--- src/klru_pkg.sv ---
// Package for the kernel log record unescaper: item structs, run entry,
// state codes, character constants and the hex digit decoder. No dependencies.
`default_nettype none
package klru_pkg;

  localparam int QUEUE_DEPTH = 2;
  localparam int MAX_RUN     = 4;

  localparam logic [7:0] CH_SEMI  = 8'h3B;  // ';'
  localparam logic [7:0] CH_NL    = 8'h0A;  // '\n'
  localparam logic [7:0] CH_BSL   = 8'h5C;  // '\\'
  localparam logic [7:0] CH_X     = 8'h78;  // 'x'
  localparam logic [7:0] CH_SPACE = 8'h20;  // ' '

  typedef struct packed {
    logic [7:0] in_byte;
    logic       end_of_record;
  } in_item_t;

  typedef struct packed {
    logic [7:0] out_byte;
    logic       byte_valid;
    logic       record_done;
    logic       record_has_text;
    logic       last_of_run;
  } out_item_t;

  // All results caused by one item, handed from front to back.
  typedef struct packed {
    logic [MAX_RUN-1:0][7:0] bytes;
    logic [2:0]              count;     // results in this run, 1..4
    logic                    bare;      // lone end marker, no byte
    logic                    rec_last;  // item closed the record
    logic                    has_text;  // record emitted text so far
  } run_t;

  typedef enum logic [4:0] {
    PH_START  = 5'b00001,
    PH_PREFIX = 5'b00010,
    PH_MSG    = 5'b00100,
    PH_AFTER  = 5'b01000,
    PH_IGNORE = 5'b10000
  } phase_t;

  typedef enum logic [3:0] {
    ESC_NONE = 4'b0001,
    ESC_BSL  = 4'b0010,
    ESC_X    = 4'b0100,
    ESC_HEX  = 4'b1000
  } esc_t;

  // {is_hex, value}
  function automatic logic [4:0] hex_decode(logic [7:0] c);
    logic [4:0] r;
    r = 5'd0;
    if (c >= 8'h30 && c <= 8'h39) r = {1'b1, 4'(c - 8'h30)};
    else if (c >= 8'h61 && c <= 8'h66) r = {1'b1, 4'(c - 8'h57)};
    else if (c >= 8'h41 && c <= 8'h46) r = {1'b1, 4'(c - 8'h37)};
    return r;
  endfunction

endpackage
`default_nettype wire

--- src/klru_front.sv ---
// Front end: accepts bytes, tracks record phase and escape state, and builds
// one run entry per item that causes results. Depends on klru_pkg.
`default_nettype none
module klru_front (
  input  wire logic              clk,
  input  wire logic              rst_n,
  input  wire logic              in_valid,
  output logic                   in_ready,
  input  wire klru_pkg::in_item_t in_data,
  output logic                   push_valid,
  output klru_pkg::run_t         push_data,
  input  wire logic              q_ready
);

  klru_pkg::phase_t phase_r, phase_nxt;
  klru_pkg::esc_t   esc_r, esc_nxt;
  logic [7:0]       held_r, held_nxt;
  logic             te_r, te_nxt;
  klru_pkg::run_t   run;
  logic [4:0]       hc, hh;
  logic             emitted, accept;

  function automatic klru_pkg::run_t push_byte(klru_pkg::run_t r, logic [7:0] b);
    klru_pkg::run_t o;
    o = r;
    o.bytes[r.count[1:0]] = b;
    o.count = r.count + 3'd1;
    return o;
  endfunction

  function automatic klru_pkg::run_t flush_held(klru_pkg::run_t r, klru_pkg::esc_t e,
                                                logic [7:0] h);
    klru_pkg::run_t o;
    o = r;
    if (e != klru_pkg::ESC_NONE) o = push_byte(o, klru_pkg::CH_BSL);
    if (e == klru_pkg::ESC_X || e == klru_pkg::ESC_HEX) o = push_byte(o, klru_pkg::CH_X);
    if (e == klru_pkg::ESC_HEX) o = push_byte(o, h);
    return o;
  endfunction

  assign hc = klru_pkg::hex_decode(in_data.in_byte);
  assign hh = klru_pkg::hex_decode(held_r);

  always_comb begin
    logic [7:0] c;
    logic       do_plain;
    c         = in_data.in_byte;
    do_plain  = 1'b0;
    run       = '0;
    phase_nxt = phase_r;
    esc_nxt   = esc_r;
    held_nxt  = held_r;
    case (phase_r)
      klru_pkg::PH_START: begin
        if (c == klru_pkg::CH_SPACE) phase_nxt = klru_pkg::PH_IGNORE;
        else if (c == klru_pkg::CH_SEMI) phase_nxt = klru_pkg::PH_MSG;
        else phase_nxt = klru_pkg::PH_PREFIX;
      end
      klru_pkg::PH_PREFIX: begin
        if (c == klru_pkg::CH_SEMI) phase_nxt = klru_pkg::PH_MSG;
      end
      klru_pkg::PH_MSG: begin
        if (c == klru_pkg::CH_NL) begin
          run       = flush_held(run, esc_r, held_r);
          esc_nxt   = klru_pkg::ESC_NONE;
          held_nxt  = 8'd0;
          phase_nxt = klru_pkg::PH_AFTER;
        end else begin
          case (esc_r)
            klru_pkg::ESC_NONE: do_plain = 1'b1;
            klru_pkg::ESC_BSL: begin
              if (c == klru_pkg::CH_X) begin
                esc_nxt = klru_pkg::ESC_X;
              end else begin
                esc_nxt  = klru_pkg::ESC_NONE;
                run      = push_byte(run, klru_pkg::CH_BSL);
                do_plain = 1'b1;
              end
            end
            klru_pkg::ESC_X: begin
              if (hc[4]) begin
                held_nxt = c;
                esc_nxt  = klru_pkg::ESC_HEX;
              end else begin
                esc_nxt  = klru_pkg::ESC_NONE;
                run      = push_byte(run, klru_pkg::CH_BSL);
                run      = push_byte(run, klru_pkg::CH_X);
                do_plain = 1'b1;
              end
            end
            klru_pkg::ESC_HEX: begin
              esc_nxt  = klru_pkg::ESC_NONE;
              held_nxt = 8'd0;
              if (hc[4]) begin
                run = push_byte(run, {hh[3:0], hc[3:0]});
              end else begin
                run      = push_byte(run, klru_pkg::CH_BSL);
                run      = push_byte(run, klru_pkg::CH_X);
                run      = push_byte(run, held_r);
                do_plain = 1'b1;
              end
            end
            default: esc_nxt = klru_pkg::ESC_NONE;
          endcase
          if (do_plain) begin
            if (c == klru_pkg::CH_BSL) esc_nxt = klru_pkg::ESC_BSL;
            else run = push_byte(run, c);
          end
        end
      end
      default: ;
    endcase

    // end of record inside the message: flush what is still held
    if (in_data.end_of_record && phase_nxt == klru_pkg::PH_MSG) begin
      run      = flush_held(run, esc_nxt, held_nxt);
      esc_nxt  = klru_pkg::ESC_NONE;
      held_nxt = 8'd0;
    end

    emitted = (run.count != 3'd0);
    te_nxt  = te_r | emitted;
    run.bare     = in_data.end_of_record && !emitted;
    run.rec_last = in_data.end_of_record;
    run.has_text = te_nxt;
    if (run.bare) run.count = 3'd1;
  end

  assign in_ready   = q_ready;
  assign accept     = in_valid && in_ready;
  assign push_valid = accept && (emitted || in_data.end_of_record);
  assign push_data  = run;

  always_ff @(posedge clk) begin
    if (!rst_n) begin
      phase_r <= klru_pkg::PH_START;
      esc_r   <= klru_pkg::ESC_NONE;
      held_r  <= 8'd0;
      te_r    <= 1'b0;
    end else if (accept) begin
      if (in_data.end_of_record) begin
        phase_r <= klru_pkg::PH_START;
        esc_r   <= klru_pkg::ESC_NONE;
        held_r  <= 8'd0;
        te_r    <= 1'b0;
      end else begin
        phase_r <= phase_nxt;
        esc_r   <= esc_nxt;
        held_r  <= held_nxt;
        te_r    <= te_nxt;
      end
    end
  end

endmodule
`default_nettype wire

--- src/klru_queue.sv ---
// Short run queue between front and back ends.
// Depends on klru_pkg for the run entry type.
`default_nettype none
module klru_queue #(
  parameter int DEPTH = klru_pkg::QUEUE_DEPTH
) (
  input  wire logic           clk,
  input  wire logic           rst_n,
  input  wire logic           push_valid,
  input  wire klru_pkg::run_t push_data,
  output logic                q_ready,
  output logic                head_valid,
  output klru_pkg::run_t      head_data,
  input  wire logic           pop
);

  localparam int PW = (DEPTH > 1) ? $clog2(DEPTH) : 1;
  localparam int CW = $clog2(DEPTH + 1);

  klru_pkg::run_t slots_r [DEPTH];
  logic [PW-1:0]  wr_r, wr_nxt, rd_r, rd_nxt;
  logic [CW-1:0]  cnt_r, cnt_nxt;
  logic           do_push, do_pop;

  assign q_ready    = (cnt_r != CW'(DEPTH));
  assign head_valid = (cnt_r != '0);
  assign head_data  = slots_r[rd_r];
  assign do_push    = push_valid && q_ready;
  assign do_pop     = pop && head_valid;

  always_comb begin
    wr_nxt  = wr_r;
    rd_nxt  = rd_r;
    cnt_nxt = cnt_r;
    if (do_push) wr_nxt = (wr_r == PW'(DEPTH - 1)) ? '0 : wr_r + 1'b1;
    if (do_pop)  rd_nxt = (rd_r == PW'(DEPTH - 1)) ? '0 : rd_r + 1'b1;
    if (do_push && !do_pop) cnt_nxt = cnt_r + 1'b1;
    else if (do_pop && !do_push) cnt_nxt = cnt_r - 1'b1;
  end

  always_ff @(posedge clk) begin
    if (do_push) slots_r[wr_r] <= push_data;
  end

  always_ff @(posedge clk) begin
    if (!rst_n) begin
      wr_r  <= '0;
      rd_r  <= '0;
      cnt_r <= '0;
    end else begin
      wr_r  <= wr_nxt;
      rd_r  <= rd_nxt;
      cnt_r <= cnt_nxt;
    end
  end

endmodule
`default_nettype wire

--- src/klru_back.sv ---
// Back end: walks the head run entry and hands out one result per cycle while out_ready is high.
// Depends on klru_pkg.
`default_nettype none
module klru_back (
  input  wire logic            clk,
  input  wire logic            rst_n,
  input  wire logic            head_valid,
  input  wire klru_pkg::run_t  head_data,
  output logic                 pop,
  output logic                 out_valid,
  input  wire logic            out_ready,
  output klru_pkg::out_item_t  out_data
);

  logic [1:0] k_r, k_nxt;
  logic [2:0] last_idx;
  logic       fin, take;

  assign last_idx  = head_data.count - 3'd1;
  assign fin       = ({1'b0, k_r} == last_idx);
  assign out_valid = head_valid;
  assign take      = out_valid && out_ready;
  assign pop       = take && fin;

  always_comb begin
    out_data.out_byte        = head_data.bare ? 8'd0 : head_data.bytes[k_r];
    out_data.byte_valid      = !head_data.bare;
    out_data.record_done     = head_data.rec_last && fin;
    out_data.record_has_text = head_data.rec_last && fin && head_data.has_text;
    out_data.last_of_run     = fin;
    k_nxt = k_r;
    if (take) k_nxt = fin ? 2'd0 : k_r + 2'd1;
  end

  always_ff @(posedge clk) begin
    if (!rst_n) k_r <= 2'd0;
    else        k_r <= k_nxt;
  end

endmodule
`default_nettype wire

--- src/kernel_log_record_unescaper.sv ---
// Kernel log record unescaper, top level. Results are registered in the queue
// before reaching the output. Throughput: 1 item per cycle while the queue has
// room; an item that causes n results (n up to 4) has them walked out by the
// back end one result a cycle while out_ready is high. Synchronous active-low
// reset clears record state and empties the queue; no clearing pass.
// Depends on klru_pkg, klru_front, klru_queue, klru_back.
`default_nettype none
module kernel_log_record_unescaper #(
  parameter int QUEUE_DEPTH = klru_pkg::QUEUE_DEPTH
) (
  input  wire logic                clk,
  input  wire logic                rst_n,
  // input channel: one raw record byte per item
  input  wire logic                in_valid,
  output logic                     in_ready,
  input  wire klru_pkg::in_item_t  in_data,
  // result channel: one decoded byte or end marker per item
  output logic                     out_valid,
  input  wire logic                out_ready,
  output klru_pkg::out_item_t      out_data
);

  // Front end classifies each byte and packs all results it causes into one
  // run entry; items that produce nothing never reach the queue.
  logic           push_valid, q_ready;
  klru_pkg::run_t push_data;

  // Head of the queue, seen by the back end.
  logic           head_valid, pop;
  klru_pkg::run_t head_data;

  klru_front u_front (
    .clk        (clk),
    .rst_n      (rst_n),
    .in_valid   (in_valid),
    .in_ready   (in_ready),
    .in_data    (in_data),
    .push_valid (push_valid),
    .push_data  (push_data),
    .q_ready    (q_ready)
  );

  // Queue decouples the two sides: while it has room, the front keeps taking
  // bytes as the back is still draining a multi-byte escape flush.
  klru_queue #(
    .DEPTH (QUEUE_DEPTH)
  ) u_queue (
    .clk        (clk),
    .rst_n      (rst_n),
    .push_valid (push_valid),
    .push_data  (push_data),
    .q_ready    (q_ready),
    .head_valid (head_valid),
    .head_data  (head_data),
    .pop        (pop)
  );

  // Back end emits the run one result at a time; the final one carries
  // last_of_run and, at record end, the completion flags.
  klru_back u_back (
    .clk        (clk),
    .rst_n      (rst_n),
    .head_valid (head_valid),
    .head_data  (head_data),
    .pop        (pop),
    .out_valid  (out_valid),
    .out_ready  (out_ready),
    .out_data   (out_data)
  );

endmodule
`default_nettype wire
--- config.mk ---
export PLATFORM = sky130hd
export DESIGN_NAME = kernel_log_record_unescaper
export DESIGN_NICKNAME = d
export VERILOG_FILES = /design/src/klru_pkg.sv /design/src/klru_front.sv /design/src/klru_queue.sv /design/src/klru_back.sv /design/src/kernel_log_record_unescaper.sv
export SDC_FILE = /design/constraint.sdc
export NUM_CORES = 1
export LEC_CHECK = 0
export BUFFER_PORTS_ARGS = -buffer_cell sky130_fd_sc_hd__buf_2
export CORE_MARGIN = 2
export CORE_UTILIZATION = 50
export DETAILED_ROUTE_END_ITERATION = 16
export PLACE_DENSITY_LB_ADDON = 0.2
export SLEW_MARGIN = 25
export SYNTH_ARGS = -nofsm -noshare
export SYNTH_HDL_FRONTEND = slang
export SYNTH_HIERARCHICAL = 1
export SYNTH_SLANG_ARGS = --single-unit
--- constraint.sdc ---
create_clock -name clk -period 13.7 [get_ports clk]
set_input_delay 0 -clock clk [delete_from_list [all_inputs] [get_ports clk]]
set_output_delay 0 -clock clk [all_outputs]
set_load 0.005 [all_outputs]
# After elaboration in Yosys (flattened, before gate mapping)
# Memory sizes are Yosys's and may differ from the RTL's. A register that Yosys moved wholly into a read port is not among the register bits.
# Cells that the tools add are included.
# op_classes
addsub,18
n_lt_le_gt_ge,25
n_eq_ne,19
mux,84
n_bitwise,10
reduce_logical,35
# ops
cell,n
two-way mux 38 bit,18
case mux 38 bit (3 select lines),1
two-way mux 8 bit,13
bitwise mux 32 bit,3
demux 8 bit (select 2 bit),6
AND 16 bit,3
inverter 16 bit,3
bitwise OR 16 bit,3
two-way mux 4 bit,10
two-way mux 5 bit,7
greater-or-equal comparator 8 x 7 -> 1 bit (second input constant),4
<= comparator 8 x 7 -> 1 bit (second input constant),4
two-way mux 30 bit,1
two-way mux 13 bit,2
logical AND 1 bit,24
< comparator 2 x 3 -> 1 bit (second input constant),7
two-way mux 21 bit,1
adder 3 x 1 -> 3 bit (second input constant),6
binary-select mux 8 bit (select 2 bit),1
equality test 8 x 6 -> 1 bit (second input constant),2
equality test 8 x 7 -> 1 bit (second input constant),2
greater-or-equal comparator 8 x 6 -> 1 bit (second input constant),2
<= comparator 8 x 6 -> 1 bit (second input constant),2
case mux 8 bit (2 select lines),1
other kinds (30),65
# totals
register_bits,24
ramBits,76
word_cells,200
mem_count,1
# memory_table
memory,depth,word_bits,rd,rd_clocked_by_memory_dff,wr,line,source
u_queue.slots_r,2,38,1,1,1,klru_queue.sv:20,klru_pkg::run_t slots_r [DEPTH];

# Longest topological paths before layout
# Gate-level depths: netlist of run 1.
# logic_depth
depth_word,52
ltp_mapped,26
depth_no_buf,26

# Cells and area by module
# Netlist of run 1, hierarchy kept.
# modules_own_cells
module,n_inst,cells_each,area_per_inst_um2,seq_area_each_um2
klru_front,1,481,3428.3,360.3
klru_queue,1,142,2980.4,2382.3
klru_back,1,42,451.7,40.0

# Worst setup path before layout of run 1
# Ideal clock, no wire load.
# synth_path
path_kind,reg-to-reg
start,reg u_front.esc_r[0]
end,mem u_queue/slots_r[1][0] (netlist name) (enable)
setup_ps,399
arrival_time_ps,5240
path_slack_ps,8060
path_stages_with_launch,20
path_cell_list,dfxtp_1 -> or4b_4 -> a31oi_1 -> nor2_1 -> ha_1 -> a221oi_1 -> a31o_2 -> inv_1 -> ha_1 -> mux2i_2 -> ha_1 -> mux2i_1 -> ha_1 -> o21ai_2 -> xor2_1 -> xnor2_1 -> o22ai_2 -> nor3_2 -> a21oi_1 -> and3_1
# synth_between
elab_chain_cells,27
word_cells_on_any_way,51
cone_classes,add/sub (6); eq/ne (8); mux (30); reduce/logical (7)
# synth_rtl
item,line,source
"start, declared",klru_front.sv:16,"klru_pkg::esc_t esc_r, esc_nxt;"
"start signal, assigned",klru_front.sv:137,esc_r <= klru_pkg::ESC_NONE;
"start signal, assigned",klru_front.sv:143,esc_r <= klru_pkg::ESC_NONE;
"start signal, assigned",klru_front.sv:148,esc_r <= esc_nxt;
inequality test 4 x 1 -> 1 bit,klru_front.sv:35,"if (e != klru_pkg::ESC_NONE) o = push_byte(o, klru_pkg::CH_BSL);"
two-way mux 13 bit,klru_front.sv:35,
two-way mux 38 bit,klru_front.sv:63,if (c == klru_pkg::CH_NL) begin
two-way mux 38 bit,klru_front.sv:53,case (phase_r)
adder 3 x 1 -> 3 bit,klru_front.sv:27,o.count = r.count + 3'd1;
two-way mux 38 bit,klru_front.sv:36,"if (e == klru_pkg::ESC_X || e == klru_pkg::ESC_HEX) o = push_byte(o, klru_pkg::CH_X);"
two-way mux 38 bit,klru_front.sv:63,
two-way mux 38 bit,klru_front.sv:53,
[... 12 more ...],n/a,
two-way mux 38 bit (*),klru_front.sv:115,if (in_data.end_of_record && phase_nxt == klru_pkg::PH_MSG) begin
nonzero test 3 bit (*),klru_front.sv:121,emitted = (run.count != 3'd0);
logical OR 1 bit (*),klru_front.sv:131,assign push_valid = accept && (emitted || in_data.end_of_record);
logical AND 1 bit (*),klru_front.sv:131,
via push_valid,kernel_log_record_unescaper.sv:25,"logic push_valid, q_ready;"
logical AND 1 bit (*),klru_queue.sv:28,assign do_push = push_valid && q_ready;
two-way mux 1 bit (*),klru_queue.sv:42,if (do_push) slots_r[wr_r] <= push_data;
two-way mux 1 bit (implied by the code) (*),klru_queue.sv:42,
"end, declared",klru_queue.sv:20,
# Mark *: on every way through the listed nets, which the timed path passes. The rest lies on a longest branch. The select of a mux whose other input is x is not followed.

# Final worst setup path of run 1
# layout_path
start,reg u_front.phase_r[4]
end,reg u_queue.cnt_r[1]
# layout_between
elab_chain_cells,18
word_cells_on_any_way,32
cone_classes,add/sub (3); eq/ne (7); mux (12); reduce/logical (10)
# layout_rtl
item,line,source
"start, declared",klru_front.sv:15,"klru_pkg::phase_t phase_r, phase_nxt;"
"start signal, assigned",klru_front.sv:136,phase_r <= klru_pkg::PH_START;
"start signal, assigned",klru_front.sv:142,phase_r <= klru_pkg::PH_START;
"start signal, assigned",klru_front.sv:147,phase_r <= phase_nxt;
equality test 5 x 3 -> 1 bit,klru_front.sv:53,
two-way mux 38 bit / two-way mux 4 bit (equally long branches),klru_front.sv:53,
adder 3 x 1 -> 3 bit / inequality test 4 x 1 -> 1 bit (equally long branches),"klru_front.sv:27, klru_front.sv:35",
two-way mux 38 bit,klru_front.sv:35,
two-way mux 38 bit,klru_front.sv:115,
adder 3 x 1 -> 3 bit,klru_front.sv:27,
two-way mux 38 bit,klru_front.sv:36,
two-way mux 38 bit,klru_front.sv:115,
[... 4 more ...],n/a,
logical OR 1 bit (*),klru_front.sv:131,
logical AND 1 bit (*),klru_front.sv:131,
via push_valid,kernel_log_record_unescaper.sv:25,
logical AND 1 bit (*),klru_queue.sv:28,
via u_queue.do_push,klru_queue.sv:23,"logic do_push, do_pop;"
logical NOT 1 bit,klru_queue.sv:38,else if (do_pop && !do_push) cnt_nxt = cnt_r - 1'b1;
logical AND 1 bit,klru_queue.sv:38,
nonzero test 2 bit (no source line),n/a,
"end signal, assigned",klru_queue.sv:53,cnt_r <= cnt_nxt;
"end, declared",klru_queue.sv:22,"logic [CW-1:0] cnt_r, cnt_nxt;"
# Marked as above.
# A chain may end at the register's enable or synchronous reset.

==> metrics.cfg, run 1 <==
[routing]
dr.max_layer_used = met4
wl_met2_um = 8780
drt-met1-wl_um = 8370
wire_per_inst_um = 22.0
viasPerCell = 6.50
dr.pass1.iters = 5
postRouteAntennaNets = 0
drc = 0
drt_iter0_markers = 737
wl_um = 18700
vias = 5531
wl_met3_um = 1100

[global_route]
grt_pass1_wl_um = 29500
gr-total-overflow = 0
grt_max_degree = 39
antenna_found_initial = 0
grt_usage_pct = 26.3
grt_pass1_vias = 5231

[timing]
fin_crit_sh_pct = 46.7
fmax_mhz = 156
rsz0062_at_grt = no
worst_slew_pin_slew_ps = 842
post-route-min-period_ps = 6400
finalClockSkew_ps = 7.91
final-hold-violation-count = 0
maxSlewViolCount = 0
final.setup.tns_ps = 0
slew_headroom_pct = 43.4
setup_viol = 0

[critical_path]
crit_type = flip-flop to flip-flop
worstPathRequired_ps = 13970
crit_start = u_front/phase_r[4]
worstSetupStartpointType = flip-flop
critPathMaxFanout = 22
rr_startpoint = u_front/phase_r[4]
reg2reg_slack_ps = 7300
crit_end = u_queue/cnt_r[1]
end_kind = flip-flop
r2r_cells = 21
r2r-end = u_queue/cnt_r[1]
worstPathArrival_ps = 6670

[final_layout]
final-seq-area_um2 = 2780
drive_above_1_share_pct = 19.3
nets = 713
post_layout_nonfiller_instances = 851
multiInputGateArea_um2 = 3770
antenna_cells = 0
syn_to_final_growth_pct = 7.33
fillers = 1159

[placement]
gp_congestion = 0.938
io_buffer_count = 26
dp_cells = 834
hpwl_um = 13800

[cts]
postCtsHoldBufs = 1
clk_pin_slew_ps = 70
clock-sinks = 101
root_buffer = clkbuf_16
cts_resized = 0
clockBufferDepth = 2
cts_tree = yes
cts-htree-levels = 3
post_cts_buffers = 0
clk_latency_ps = 340
cts_inserted_buffers = 9

[yosys]
yosysTopAreaCell = edfxtp_1
muxShareOfSynthArea_pct = 9.61
syn_area_per_cell_um2 = 10.3
yosysWarnings = 6
netlist_instances = 665
synth-seq-cells = 101
yosys.area_share.simple_pct = 17.6
async_reset_ff_share_pct = 0
synth.area.top_cells = edfxtp_1 (33%), dfxtp_1 (7.3%), mux2_2 (6.2%)
synth_top_flop_cell = edfxtp_1
synth_fa_ha_area_share_pct = 5.47
synth_enable_flop_cells = 76
synth_area_um2 = 6860
syn_nets = 708
synthDistinctLibCells = 92
synth_seq_area_share_pct = 40.6
synth-compound-area-share_pct = 20.3
synth_xor_area_share_pct = 1.92
synth_top_area_share_pct = 33.3
synth_top_family_by_area = compound AO/OA/AOI/OAI gates

[power_and_ir_drop]
leakagePower_nw = 2.52
netSwitchingPower_w = 0.000149
pwr-share-seq_pct = 52.5
internal_power_w = 0.000507
p_per_area_nw_per_um2 = 89.0
p_clk_share_pct = 38.0
p_sw_share_pct = 22.7
peakVddDrop_mv = 0.0559
combPwrFrac_pct = 9.5

[floorplan]
io_pins = 27
num_rows = 42
die_h_um = 121
start_util_pct = 51.6
coreArea_um2 = 13300
fp.dieW_um = 121
dieArea_um2 = 14700

[status]
status = completed

[hold_path]
hold_path_class = input port to flip-flop

[flow_run]
drv_cap = 0

cells in the final DEF (no fill, tap or decap), types with 10 or more instances in the layout:
master / n
o21ai_0: 34
nor2_1: 30
nor2b_1: 15
edfxtp_1: 76
a21oi_1: 36
buf_4: 10
inv_1: 19
a22oi_1: 14
buf_2: 26
ha_1: 30
mux2_2: 38
dfxtp_1: 25
xnor2_1: 10
nand2_1: 63
nand3_1: 17
and2_1: 19
power by group through the flow:
stage	Sequential (W)	Clock, W	Combinational, W
detailed placement	0.000351	0	0.0000619
global route	0.000346	0.000269	0.0000679
floorplan	0.000347	0	0.0000482
finish	0.000344	0.000249	0.0000624
global placement	0.000350	0	0.0000605
CTS	0.000345	0.000255	0.0000624
worst min-delay path by stage:
stage / startpoint / slack [ps] / cells after the start / endpoint
finish: out_ready / 30 / 3 / u_back/k_r[0]
global route: out_ready / 50 / 3 / u_back/k_r[0]
CTS: out_ready / 3 / 3 / u_back/k_r[0]
detailed placement: in_data[0] / 280 / 1 / u_queue/slots_r[0][1]
global placement: in_data[0] / 270 / 1 / u_queue/slots_r[0][1]
floorplan: rst_n / 120 / 1 / flip-flop
sequential cells by signal, summed over array words and instances, names as in the netlist, named ones only:
signal           cells
u_back/k_r           2
u_front/esc_r        4
u_front/held_r       8
u_front/phase_r      5
u_front/te_r         1
u_queue/cnt_r        2
u_queue/rd_r         1
u_queue/slots_r     76
u_queue/wr_r         1
worst max-delay path, cell delays in order (launching register included):
cell and delay (ps):
dfxtp_1 400, nor3_2 410, nand2_1 580, nor2_1 680
nand4_1 150, nand3_1 270, inv_1 100, ha_1 290
mux2i_2 360, ha_1 340, mux2i_1 280, ha_1 230
o21ai_2 170, xor2_1 240, xnor2_1 200, o22ai_2 150
nor3_2 320, a21oi_1 160, and2_1 170, ha_1 330
or3_1 370, a21boi_1 140
final cells by class:
type,count,area share [%]
multi-input combinational,500,51.3
sequential,101,37.8
clock buffer,11,3.16
tap,176,2.99
timing repair buffer,37,2.92
inverter,21,1.07
clock inverter,5,0.799
synthesized netlist by cell type (4+ instances only):
cell,count
edfxtp_1,76
nand2_1,63
mux2_2,38
a21oi_1,36
o21ai_0,34
ha_1,30
nor2_1,30
dfxtp_1,25
and2_1,19
clkbuf_1,19
inv_1,19
nand3_1,17
nor2b_1,15
a22oi_1,14
buf_2,10
xnor2_1,10
a31oi_1,9
and3_1,9
buf_4,9
o22a_1,9
a221oi_1,8
nand2b_1,8
o22ai_1,8
nor3_1,7
mux4_2,6
o32ai_1,6
a22o_1,5
a32oi_1,5
or3_1,5
xor2_1,5
a21boi_0,4
a21o_1,4
a221o_1,4
nor3_2,4
nor3b_1,4
nor4_1,4
layer usage:
| layer | vias up | track usage [%] |
|---|---|---|
| met4 | 0 | 8.55 |
| met2 | 228 | 41.4 |
| met3 | 33 | 3.95 |
| li1 | 2545 | - |
| met5 | - | 0 |
| met1 | 2725 | 37.3 |
kinds of logic after synthesis:
family | Yosys count
adder cells (fa/ha/maj) | 30
XOR/XNOR | 15
AO/OA/AOI/OAI | 191
flip-flops | 101
AND/OR/NAND/NOR | 214
buffers and inverters | 64
multiplexers | 50
through the flow:
| step | util, % | hold slack, ps | instance area, um2 | setup WS (ps) | power (W) |
|---|---|---|---|---|---|
| floorplan | - | 122 | 6860 | 8060 | 0.000395 |
| global placement | 53.1 | 272 | 7060 | 7750 | 0.000411 |
| detailed placement | 53.1 | 283 | 7060 | 7410 | 0.000413 |
| CTS | 55.4 | 3.31 | 7360 | 7370 | 0.000662 |
| global route | 55.4 | 47.1 | 7360 | 6750 | 0.000683 |
| finish | 55.4 | 25.7 | 7360 | 7300 | 0.000656 |
Note: power is estimated with default switching activity, not from simulation.
==> inputs of run 2 (changes only) <==
Clock period 13.7 ns to 5.4 ns, I/O delays scaled along.
==> metrics.cfg, run 2 (same netlist as run 1, synthesis figures left out) <==
[critical_path]
crit_type = flip-flop to flip-flop
critPathMaxFanout = 7
end_kind = flip-flop
worstPathRequired_ps = 5680
worstPathArrival_ps = 5490
worstSetupStartpointType = flip-flop

[power_and_ir_drop]
p_per_area_nw_per_um2 = 220
netSwitchingPower_w = 0.000401
pwr-share-seq_pct = 51.5
power_w = 0.00170
p_clk_share_pct = 38.5
combPwrFrac_pct = 10.0
internal_power_w = 0.00130
leakagePower_nw = 2.67
p_sw_share_pct = 23.7
peakVddDrop_mv = 0.115

[floorplan]
start_util_pct = 51.6
num_rows = 42
coreArea_um2 = 13300
die_h_um = 121
io_pins = 27
fp.dieW_um = 121
dieArea_um2 = 14700

[routing]
wire_per_inst_um = 21.6
drt-met1-wl_um = 8100
dr.pass1.iters = 6
wl_met2_um = 8670
viasPerCell = 6.44
drc = 0
vias = 5664
drt_iter0_markers = 694
postRouteAntennaNets = 0
wl_met3_um = 1360
dr.max_layer_used = met4
wl_um = 19000

[timing]
fin_crit_sh_pct = 96.5
slew_headroom_pct = 37.7
post-route-min-period_ps = 5210
finalClockSkew_ps = 5.76
setup_viol = 0
fmax_mhz = 192
worst_slew_pin_slew_ps = 929
final-hold-violation-count = 0
final.setup.tns_ps = 0
maxSlewViolCount = 0

[global_route]
grt_pass1_wl_um = 29700
antenna_found_initial = 0
grt_max_degree = 39
grt_pass1_vias = 5387
grt_usage_pct = 26.4
gr-total-overflow = 0

[cts]
clockBufferDepth = 2
clk_latency_ps = 350
clk_pin_slew_ps = 70
cts-htree-levels = 3
cts_tree = yes
root_buffer = clkbuf_16
clock-sinks = 101
cts_inserted_buffers = 9

[final_layout]
final-seq-area_um2 = 2780
regMostFlops = u_queue/slots_r
nets = 741
antenna_cells = 0
drive_above_1_share_pct = 24.5
syn_to_final_growth_pct = 12.3
fillers = 1116
multiInputGateArea_um2 = 3870
largest_reg_flops = 76
most-common-layout-cells = edfxtp_1 (76), nand2_1 (63), mux2_2 (38)
final_common_cell = edfxtp_1
reg_top3 = u_queue/slots_r: 76 flops, u_front/held_r: 8 flops, u_front/phase_r: 5 flops
final_util_pct = 58.0

[placement]
hpwl_um = 13700
io_buffer_count = 26
gp_congestion = 0.952

[hold_path]
hold_path_class = input port to flip-flop

[flow_run]
drv_cap = 0

[status]
status = completed

-- run 2: cell types whose count changed in the layout (fill, tap and decap cells not counted), sizes merged --
cell / previous run / this run
inv: 23 / 22
buf: 36 / 63
clkinv: 1 / 2
clkinvlp: 1 / 2
dlygate4sd3: 1 / 2
clkbuf: 11 / 10
-- run 2: area by class of cell --
type	count	share of cell area [%]
clock buffer	10	2.97
clock inverter	6	0.893
inverter	21	1.07
multi-input combinational	500	50.2
sequential	101	36.1
tap	176	2.86
timing repair buffer	65	5.88
-- run 2: critical path, cell delays in order, from the launching register on --
cell and delay, ps:
dfxtp_2 350, or4b_4 590, a31oi_4 190, nor2_1 90
ha_1 310, a221oi_2 260, a31o_2 160, inv_1 60
ha_1 320, mux2i_4 200, ha_4 250, mux2i_4 170
ha_1 200, o21ai_2 90, xor2_2 180, xnor2_1 210
o22ai_2 130, nor3_2 270, a21oi_2 110, and2_1 190
ha_4 170, xor2_1 140, or3_1 320, a21boi_1 160
-- run 2: metrics by stage --
step	hold slack, ps	std cells	worst slack (ps)	area [um2]
floorplan	122	665	61.3	6870
global placement	280	859	240	7280
detailed placement	280	859	-50.1	7280
CTS	41.8	877	9.03	7600
global route	70.5	879	-63.2	7710
finish	51.9	879	187	7710
-- run 2: repair_timing --
action | 4_1_cts | 5_1_grt
pin swaps | 0 | 5
endpoints found under the setup margin | 1 | 78
hold buffers | 2 | 0
buffers inserted | 0 | 2
hold endpoints to repair | 3 | 0
resized for setup | 1 | 13
-- run 2: path summary, 6_finish.rpt --
kind                          from                 to  slack, ps  cells past startpoint
setup / recovery  u_front/esc_r[3]   u_queue/cnt_r[1]        190                     23
hold / removal          in_data[1]  u_front/held_r[0]         50                      3
setup reg to reg  u_front/esc_r[3]   u_queue/cnt_r[1]        190                     23
hold reg to reg       u_front/te_r       u_front/te_r        480                      2
-- run 2: routing by layer --
layer | up-vias | track usage, %
met1 | 2713 | 35.7
met4 | 0 | 13.2
met3 | 68 | 4.32
li1 | 2604 | -
met2 | 279 | 41.2
met5 | - | 0
-- run 2: power groups by stage --
stage	logic (W)	registers (W)	clock network, W
finish	0.000170	0.000874	0.000653
global route	0.000186	0.000877	0.000692
CTS	0.000167	0.000874	0.000664
detailed placement	0.000165	0.000891	0
global placement	0.000162	0.000889	0
floorplan	0.000123	0.000880	0
==> inputs of run 3 (changes only) <==
Settings changed: SYNTH_HIERARCHICAL 1 to not set.
==> metrics.cfg, run 3 <==
[cts]
cts_inserted_buffers = 9
clock-sinks = 101
cts_tree = yes
clk_latency_ps = 340
root_buffer = clkbuf_16
post_cts_buffers = 0
clk_pin_slew_ps = 70
postCtsHoldBufs = 0
cts-htree-levels = 3
clockBufferDepth = 2

[routing]
viasPerCell = 6.44
vias = 5670
dr.pass1.iters = 6
postRouteAntennaNets = 0
wl_um = 19400
wire_per_inst_um = 22.0
drt_iter0_markers = 660
drc = 0

[yosys]
yosysMostFrequentCell = nand2_1
syn_nets = 723
synth.area.top_cells = edfxtp_1 (34%), dfxtp_1 (7.5%), ha_1 (5.6%)
synth_seq_area_share_pct = 41.8
async_reset_ff_share_pct = 0
synth_top_area_share_pct = 34.3
synth_enable_flop_cells = 76
synthDistinctLibCells = 75
syn_area_per_cell_um2 = 9.80
yosysWarnings = 0
yosys-top-cells-count = nand2_1 (77), edfxtp_1 (76), nor2_1 (54)
netlist_instances = 680
synth_area_um2 = 6660
synth_top_flop_cell = edfxtp_1
yosysTopAreaCell = edfxtp_1
synth-seq-cells = 101

[power_and_ir_drop]
leakagePower_nw = 2.67
internal_power_w = 0.00130
p_sw_share_pct = 23.2
netSwitchingPower_w = 0.000391
p_clk_share_pct = 37.5
pwr-share-seq_pct = 52.4
p_per_area_nw_per_um2 = 226
peakVddDrop_mv = 0.122
combPwrFrac_pct = 10.1

[timing]
finalClockSkew_ps = 10.8
worst_slew_pin_slew_ps = 1000
setup_viol = 0
fin_crit_sh_pct = 94.1
maxSlewViolCount = 0
final-hold-violation-count = 0
fmax_mhz = 197
slew_headroom_pct = 32.9
post-route-min-period_ps = 5080
setup_ws_ps = 318
final.setup.tns_ps = 0
whs_ps = 43.8
rsz0062_at_grt = no

[final_layout]
drive_above_1_share_pct = 16.6
most-common-layout-cells = nand2_1 (77), edfxtp_1 (76), nor2_1 (50)
nets = 742
syn_to_final_growth_pct = 11.8
antenna_cells = 0
fillers = 1147
regMostFlops = u_queue.slots_r
final_common_cell = nand2_1
largest_reg_flops = 76
reg_top3 = u_queue.slots_r: 76 flops, u_front.held_r: 8 flops, u_front.phase_r: 5 flops

[global_route]
grt_pass1_vias = 5316
grt_pass1_wl_um = 30000
grt_max_degree = 39
gr-total-overflow = 0
grt_usage_pct = 27.6
antenna_found_initial = 0

[placement]
place_ws_ps = 40.0
gp_congestion = 1.01
io_buffer_count = 26
hpwl_um = 14800

[floorplan]
fp.dieW_um = 119
io_pins = 27
dieArea_um2 = 14300
coreArea_um2 = 13100
start_util_pct = 50.7
num_rows = 42
die_h_um = 119

[flow_run]
drv_cap = 0

[critical_path]
end_kind = flip-flop
worstPathRequired_ps = 5680
crit_type = flip-flop to flip-flop
worstSetupStartpointType = flip-flop
critPathMaxFanout = 8
worstPathArrival_ps = 5360

[status]
status = completed

[hold_path]
hold_path_class = input port to flip-flop

run 3: changes by cell type after synthesis, moves of 11 or more:
cell	previous run	this run
mux2_2	38	1
nor2_1	30	54
clkbuf_1	19	35
nand2_1	63	77
a22oi_1	14	26
and2_1	19	8
mux2i_1	3	14
run 3: final timing paths:
kind                                        from                    end  slack (ps)  depth (start not counted)
worst min register to register      u_front.te_r           u_front.te_r         480                          2
worst max register to register  u_front.esc_r[1]       u_queue.cnt_r[1]         320                         22
worst max-delay path            u_front.esc_r[1]       u_queue.cnt_r[1]         320                         22
worst min-delay path                  in_data[0]  u_queue.slots_r[0][1]          40                          1
run 3: layout make-up:
| type | count | area [um2] | share of cell area, % |
|---|---|---|---|
| Multi-Input combinational cell | 515 | 3720 | 50.0 |
| Sequential cell | 101 | 2790 | 37.4 |
| Timing Repair Buffer | 53 | 358 | 4.80 |
| Clock buffer | 11 | 233 | 3.12 |
| Tap cell | 176 | 220 | 2.96 |
| Inverter | 19 | 71.3 | 0.957 |
| Clock inverter | 5 | 57.6 | 0.773 |
run 3: cells by family after synthesis:
group | share of synthesized area [%]
simple gates | 17.7
compound gates | 21.1
flops | 41.8
buf+inv | 3.87
mux | 7.68
fa+ha+maj | 5.63
xor+xnor | 2.22
run 3: worst max-delay path: stages, from the launching register on:
cell and delay (ps):
dfxtp_1 400, or2_2 350, nor2_2 170, ha_1 310, nor2_4 190, and3b_1 250
a31oi_4 170, ha_1 300, a21o_1 210, ha_1 280, nand2b_1 90, nand4_1 120
ha_1 220, o21ai_0 140, o211ai_1 160, a21oi_2 200, xor2_2 150, o22ai_2 140
nor3_2 200, a21oi_1 100, ha_1 350, or3_1 350, a21oi_1 150
run 3: what timing repair did:
action	CTS	global route
hold endpoints to repair	0	0
setup endpoints to repair	0	40
gates resized for setup	0	8
run 3: layer usage:
metal	vias up	part of all wire, %	global-route usage (%)
li1	2606	-	-
met1	2757	44	38.3
met2	270	46	43.6
met3	37	6.7	4.65
met4	0	3.3	10.6
met5	-	0	0
run 3: metrics by stage:
| step | instances | util (%) | instance area (um2) | power, W |
|---|---|---|---|---|
| finish | 880 | 56.7 | 7450 | 0.00169 |
| global route | 880 | 56.7 | 7450 | 0.00175 |
| CTS | 880 | 56.5 | 7420 | 0.00170 |
| detailed placement | 864 | 54.3 | 7130 | 0.00107 |
| global placement | 864 | 54.2 | 7120 | 0.00106 |
| floorplan | 680 | - | 6720 | 0.00101 |
run 3: power by group through the flow:
stage | sequential, W | clock, W | combinational, W
after floorplan | 0.000888 | 0 | 0.000124
after global placement | 0.000897 | 0 | 0.000166
after detailed placement | 0.000900 | 0 | 0.000170
after CTS | 0.000883 | 0.000647 | 0.000171
after global routing | 0.000887 | 0.000678 | 0.000185
final | 0.000883 | 0.000633 | 0.000171
